$ cat src/rtl/dfi_pkg.sv
// Shared types, constants and the twiddle lookup of the direct DFT block.
// Used by the controller, the datapath and the top level.
`default_nettype none

package dfi_pkg;

  localparam int POINTS   = 64;
  localparam int PTR_W    = $clog2(POINTS);
  localparam int SAMPLE_W = 16;
  localparam int TW_W     = 16;
  localparam int PROD_W   = SAMPLE_W + TW_W;
  localparam int ACC_W    = 40;
  localparam int OUT_W    = 24;
  localparam int FRAC     = 15;

  typedef struct packed {
    logic signed [SAMPLE_W-1:0] in_real;
    logic signed [SAMPLE_W-1:0] in_imag;
  } in_item_t;

  typedef struct packed {
    logic signed [OUT_W-1:0] out_real;
    logic signed [OUT_W-1:0] out_imag;
    logic                    out_last;
  } out_item_t;

  typedef struct packed {
    logic             wr_en;
    logic [PTR_W-1:0] wr_addr;
    logic             rd_en;
    logic [PTR_W-1:0] rd_addr;
    logic [PTR_W-1:0] tw_idx;
    logic             first;
    logic             last;
    logic             load_out;
    logic             out_last;
  } dp_cmd_t;

  typedef struct packed {
    logic acc_done;
    logic out_free;
  } dp_status_t;

  // Quarter wave of sin(j*pi/32) in Q1.15 magnitude, full scale held as 32768.
  localparam logic [TW_W:0] QSIN [17] = '{
    17'd0,     17'd3212,  17'd6393,  17'd9512,  17'd12540, 17'd15447,
    17'd18205, 17'd20788, 17'd23170, 17'd25330, 17'd27246, 17'd28899,
    17'd30274, 17'd31357, 17'd32138, 17'd32610, 17'd32768
  };

  localparam logic [TW_W:0] FULL_MAG = 17'd32768;
  localparam logic [TW_W:0] POS_MAX  = 17'd32767;

  function automatic logic signed [TW_W-1:0] tw_sin(input logic [PTR_W-1:0] m);
    logic [1:0]       quad;
    logic [PTR_W-3:0] r;
    logic [PTR_W-2:0] j;
    logic [TW_W:0]    mag;
    logic [TW_W:0]    val;
    quad = m[PTR_W-1:PTR_W-2];
    r    = m[PTR_W-3:0];
    if (quad[0]) begin
      j = (PTR_W-1)'(POINTS / 4) - {1'b0, r};
    end else begin
      j = {1'b0, r};
    end
    mag = QSIN[j];
    if (quad[1]) begin
      val = -mag;
    end else if (mag == FULL_MAG) begin
      val = POS_MAX;
    end else begin
      val = mag;
    end
    return val[TW_W-1:0];
  endfunction

  function automatic logic signed [TW_W-1:0] tw_cos(input logic [PTR_W-1:0] m);
    return tw_sin(m + PTR_W'(POINTS / 4));
  endfunction

endpackage

`default_nettype wire

$ cat src/rtl/dfi_ctrl.sv
// Sequencer of the direct DFT: frame load, per-bin MAC sweep, drain and emit.
// Depends on dfi_pkg for the command and status structs.
`default_nettype none

module dfi_ctrl (
  input  logic                clk_i,
  input  logic                rst_ni,
  input  logic                in_valid_i,
  output logic                in_stall_o,
  input  dfi_pkg::dp_status_t status_i,
  output dfi_pkg::dp_cmd_t    cmd_o
);
  import dfi_pkg::*;

  typedef enum logic [3:0] {
    S_LOAD  = 4'b0001,
    S_RUN   = 4'b0010,
    S_DRAIN = 4'b0100,
    S_EMIT  = 4'b1000
  } state_e;

  localparam logic [PTR_W-1:0] LAST_IDX = PTR_W'(POINTS - 1);

  state_e           state_q, state_d;
  logic [PTR_W-1:0] cnt_q, cnt_d;
  logic [PTR_W-1:0] k_q, k_d;
  logic [PTR_W-1:0] n_q, n_d;
  logic [PTR_W-1:0] m_q, m_d;

  always_comb begin
    state_d           = state_q;
    cnt_d             = cnt_q;
    k_d               = k_q;
    n_d               = n_q;
    m_d               = m_q;
    in_stall_o        = 1'b1;
    cmd_o             = '0;
    cmd_o.wr_addr     = cnt_q;
    cmd_o.rd_addr     = n_q;
    cmd_o.tw_idx      = m_q;
    cmd_o.out_last    = (k_q == LAST_IDX);
    unique case (state_q)
      S_LOAD: begin
        in_stall_o = 1'b0;
        if (in_valid_i) begin
          cmd_o.wr_en = 1'b1;
          cnt_d       = cnt_q + 1'b1;
          if (cnt_q == LAST_IDX) begin
            state_d = S_RUN;
            k_d     = '0;
            n_d     = '0;
            m_d     = '0;
          end
        end
      end
      S_RUN: begin
        cmd_o.rd_en = 1'b1;
        cmd_o.first = (n_q == '0);
        cmd_o.last  = (n_q == LAST_IDX);
        n_d         = n_q + 1'b1;
        m_d         = m_q + k_q;
        if (n_q == LAST_IDX) begin
          state_d = S_DRAIN;
        end
      end
      S_DRAIN: begin
        if (status_i.acc_done) begin
          state_d = S_EMIT;
        end
      end
      S_EMIT: begin
        if (status_i.out_free) begin
          cmd_o.load_out = 1'b1;
          if (k_q == LAST_IDX) begin
            state_d = S_LOAD;
          end else begin
            k_d     = k_q + 1'b1;
            n_d     = '0;
            m_d     = '0;
            state_d = S_RUN;
          end
        end
      end
      default: begin
        state_d = S_LOAD;
      end
    endcase
  end

  always_ff @(posedge clk_i or negedge rst_ni) begin
    if (!rst_ni) begin
      state_q <= S_LOAD;
      cnt_q   <= '0;
      k_q     <= '0;
      n_q     <= '0;
      m_q     <= '0;
    end else begin
      state_q <= state_d;
      cnt_q   <= cnt_d;
      k_q     <= k_d;
      n_q     <= n_d;
      m_q     <= m_d;
    end
  end

endmodule

`default_nettype wire

$ cat config.mk
export PLATFORM = sky130hd
export DESIGN_NAME = dfi_ctrl
export DESIGN_NICKNAME = d
export VERILOG_FILES = /design/src/rtl/dfi_pkg.sv /design/src/rtl/dfi_ctrl.sv
export SDC_FILE = /design/constraint.sdc
export NUM_CORES = 1
export LEC_CHECK = 0
export ABC_AREA = 1
export BUFFER_PORTS_ARGS = -buffer_cell sky130_fd_sc_hd__clkbuf_2
export CAP_MARGIN = 25
export CORE_UTILIZATION = 35
export CTS_BUF_LIST = sky130_fd_sc_hd__clkbuf_8
export CTS_CLUSTER_SIZE = 10
export DETAILED_ROUTE_END_ITERATION = 10
export PLACE_DENSITY = 0.62
export SLEW_MARGIN = 20
export SYNTH_ARGS = -nofsm -noshare
export SYNTH_HDL_FRONTEND = slang
export SYNTH_SLANG_ARGS = --single-unit
$ cat constraint.sdc
create_clock -name clk_i -period 2.3 [get_ports clk_i]
set_input_delay 0.115 -clock clk_i [delete_from_list [all_inputs] [get_ports clk_i]]
set_output_delay 0.115 -clock clk_i [all_outputs]
set_load 0.02 [all_outputs]
==> results by group <==
Run status
  • Status: completed

Synth
  • Yosys reg bits: 28
  • Post-synth EDFFs: 0
  • Area contributors post-synth: dfrtp_1, nand2_1, ha_1
  • Adder-Cell Fraction of Synth Area: 7.16%
  • Most area-hungry cell type in the Yosys netlist: dfrtp_1
  • Register area share after synthesis: 37.9%
  • Simple-gate share of the synthesized area: 37.3%
  • Largest family of logic cells by synthesized area: simple AND/OR/NAND/NOR gates
  • Ys async rst share: 100%
  • Synth Area in XOR/XNOR: 4.26%
  • Count leader, synth: nand2_1
  • Cells after Synth: 242
  • Share of the synthesized area in the top cell type: 36.5%
  • Mux contribution to synthesized area: 0%
  • Synthesized cell area: 1850 um2
  • Synthesis warning total: 0
  • Synth Area in Compound Gates: 7.16%
  • Synth cell types: 28
  • Synth cell count leaders: nand2_1, dfrtp_1, nor2_1
  • Top FF cell, synth: dfrtp_1
  • Net Count, Synth: 257
  • Synthesized area per cell: 7.65 um2

Worst hold path
  • HP Class: input pin to register
  • Hold Path Origin: status_i[0]
  • WHS Endpoint: state_q[3]
  • Worst Hold Depth: 4

Worst setup path
  • CP bufs+invs: 1
  • Crit-path max cell delay: 450 ps
  • Crit path max-delay cell type: dfrtp_1
  • Reg-to-reg endpoint: m_q[4]
  • Crit Reg-Reg Startpoint: m_q[0]
  • Critical Path AT: 1630 ps
  • Crit end category: primary output
  • CP startpoint kind: register
  • Most common cell on crit path: nor2_1
  • FF-to-FF path depth: 7
  • Worst-path maximum fanout: 5
  • Crit-path cells: ha_1, nand2_1, nor2_1, nand3_1, nor2_1, clkbuf_2
  • Crit Path Class: register to primary output
  • Worst path top cell family by delay: simple AND/OR/NAND/NOR gates
  • Worst reg-to-reg setup slack: 590 ps
  • Worst Path Required: 2180 ps

Clock tree
  • H-Tree Depth: 1
  • CTS buffer count: 3
  • Sink Count: 28
  • Post_cts resized: 0
  • Skew-Pair Late Insertion Delay: 280 ps
  • Root Buffer: clkbuf_8
  • CTS tree: yes
  • Clk buf depth: 2
  • Clk slew on worst S/H paths: 100 ps
  • Postcts setup bufs: 0

Global routing
  • Largest net degree at the start of global routing: 29
  • Vias in the first global route: 1338
  • GRT Residual Overflow: 0
  • Initial antenna violation count: 0
  • First-pass GRT wire length: 6460 um
  • GRT Overall Usage: 15.0%

Timing
  • Worst slew pin tran: 722 ps
  • RSZ-0062 raised after global routing: no
  • Setup-failing EPs final: 0
  • Setup TNS: 0 ps
  • Worst slew margin: 51.8%
  • Tcrit/Tclk final: 75.7%
  • Final Hold Viols: 0
  • Max Slew Vio Count: 0
  • Final Skew: 6.01 ps
  • FMAX: 575 MHz
  • Final min period: 1740 ps

Floorplanning
  • Site Rows: 26
  • CORE AREA: 5110 um2
  • Initial Util: 36.3%
  • Chip height: 74.7 um
  • Die W: 74.7 um
  • Die Area: 5590 um2
  • # IOs: 30

Detailed routing
  • Drt drc: 0
  • Avg WL per Cell: 11.0 um
  • Antenna-violating nets left: 0
  • Initial DRC count: 78
  • WL final: 3790 um
  • Drt first pass iters: 4
  • Vias per cell: 4.52
  • Vias: 1554

Placed design
  • IO Port Bufs: 29
  • DP Wirelength: 2810 um
  • Gpl congestion: 0.796

Job
  • Max-Cap Viols: 0

Power and ir drop
  • Power Dens Cells: 1100 nW/um2
  • Lkg Pwr: 1.18 nW
  • Peak supply drop: 0.413 mV

Final layout
  • # fillers: 540
  • Area Overhead vs Synth: 15.4%
  • Layout cells sized above 1: 26.3%
  • Nets: 290
  • Antenna diodes: 0
  • Post-Route Utilization: 41.8%
-- report_power, final --
group          internal [mW]  switching (mW)  total [mW]
registers              0.636           0.173       0.809
clock network          0.233           0.160       0.394
logic                  0.365           0.782        1.15
total                   1.23            1.12        2.35
-- metal layers --
metal  GRT usage (%)  wire length [um]  up-vias
met5               0                 0        -
met1            22.6              2000      704
met2            22.2              1630       23
met3            1.74               118        4
li1                -                 -      823
met4            4.82                44        0
-- worst max-delay path by stage --
stage	startpoint	to	slack, ps	cells after the start
3_3_place_gp	m_q[0]	m_q[4]	640	7
2_1_floorplan	m_q[0]	m_q[4]	570	7
4_1_cts	n_q[0]	cmd_o[2]	540	6
5_1_grt	n_q[1]	cmd_o[2]	390	6
3_5_place_dp	k_q[0]	m_q[4]	590	7
6_report	n_q[0]	cmd_o[2]	560	6
-- what timing repair did --
action                                 CTS  global route
hold buffers                             1             0
endpoints found under the hold margin   27             0
setup endpoints to repair                0             0
-- kinds of logic after synthesis --
logic type | after synthesis
and+or+nand+nor | 152
DFF | 28
adders and majority gates | 10
xor gates and xnor gates | 9
buffers and inverters | 24
AOI/OAI and AO/OA | 19
-- sequential cells by signal, summed over array words and instances, names as in the netlist --
signal / cells
cnt_q: 6
n_q: 6
m_q: 6
state_q: 4
k_q: 6
-- metrics by stage --
stage / instances / setup slack (ps) / power [mW] / cell area, um2 / hold WS, ps
after CTS: 344 / 541 / 2.38 / 2140 / 141
after global placement: 339 / 635 / 1.97 / 2060 / 216
after detailed placement: 339 / 591 / 1.97 / 2060 / 218
after floorplan: 242 / 573 / 1.70 / 1850 / -181
final: 344 / 560 / 2.35 / 2140 / 150
after global routing: 344 / 395 / 2.54 / 2140 / 157
-- worst reg2reg max path: stages, from the launching register on --
cell,delay (ps)
dfrtp_1,420
ha_1,250
fa_1,410
nand3_1,80
nand2_1,60
or2_2,270
nand3_1,70
nand2_1,50
-- final cells by class --
type | count | area [um2] | share of cell area [%]
clock buffer | 3 | 41.3 | 1.93
timing repair buffer | 31 | 163 | 7.61
inverter | 21 | 78.8 | 3.69
sequential | 28 | 702 | 32.8
tap | 70 | 87.6 | 4.10
multi-input combinational | 190 | 1030 | 48.4
clock inverter | 1 | 30.0 | 1.41
-- placed cells by master, fill, tap and decap left out --
cell type | Yosys | routed
a21oi_1 | 4 | 4
buf_4 | 0 | 1
bufinv_16 | 0 | 1
clkbuf_2 | 0 | 29
clkbuf_8 | 0 | 3
dfrtp_1 | 27 | 27
dfstp_2 | 1 | 1
dlygate4sd3_1 | 0 | 1
fa_1 | 1 | 1
ha_1 | 9 | 9
inv_1 | 17 | 17
inv_2 | 4 | 4
nand2_1 | 91 | 91
nand2_2 | 8 | 8
nand2_4 | 1 | 1
nand3_1 | 16 | 16
nand3_2 | 2 | 2
nand3b_1 | 1 | 1
nand4_1 | 1 | 1
nand4_2 | 1 | 1
nor2_1 | 19 | 19
nor2_2 | 3 | 3
nor2_4 | 3 | 3
nor4_1 | 1 | 1
o21ai_0 | 4 | 4
o21ai_1 | 1 | 1
o21ai_2 | 10 | 10
or2_2 | 5 | 5
xnor2_1 | 4 | 4
xor2_1 | 5 | 5
(Power assumes the default switching activity.)
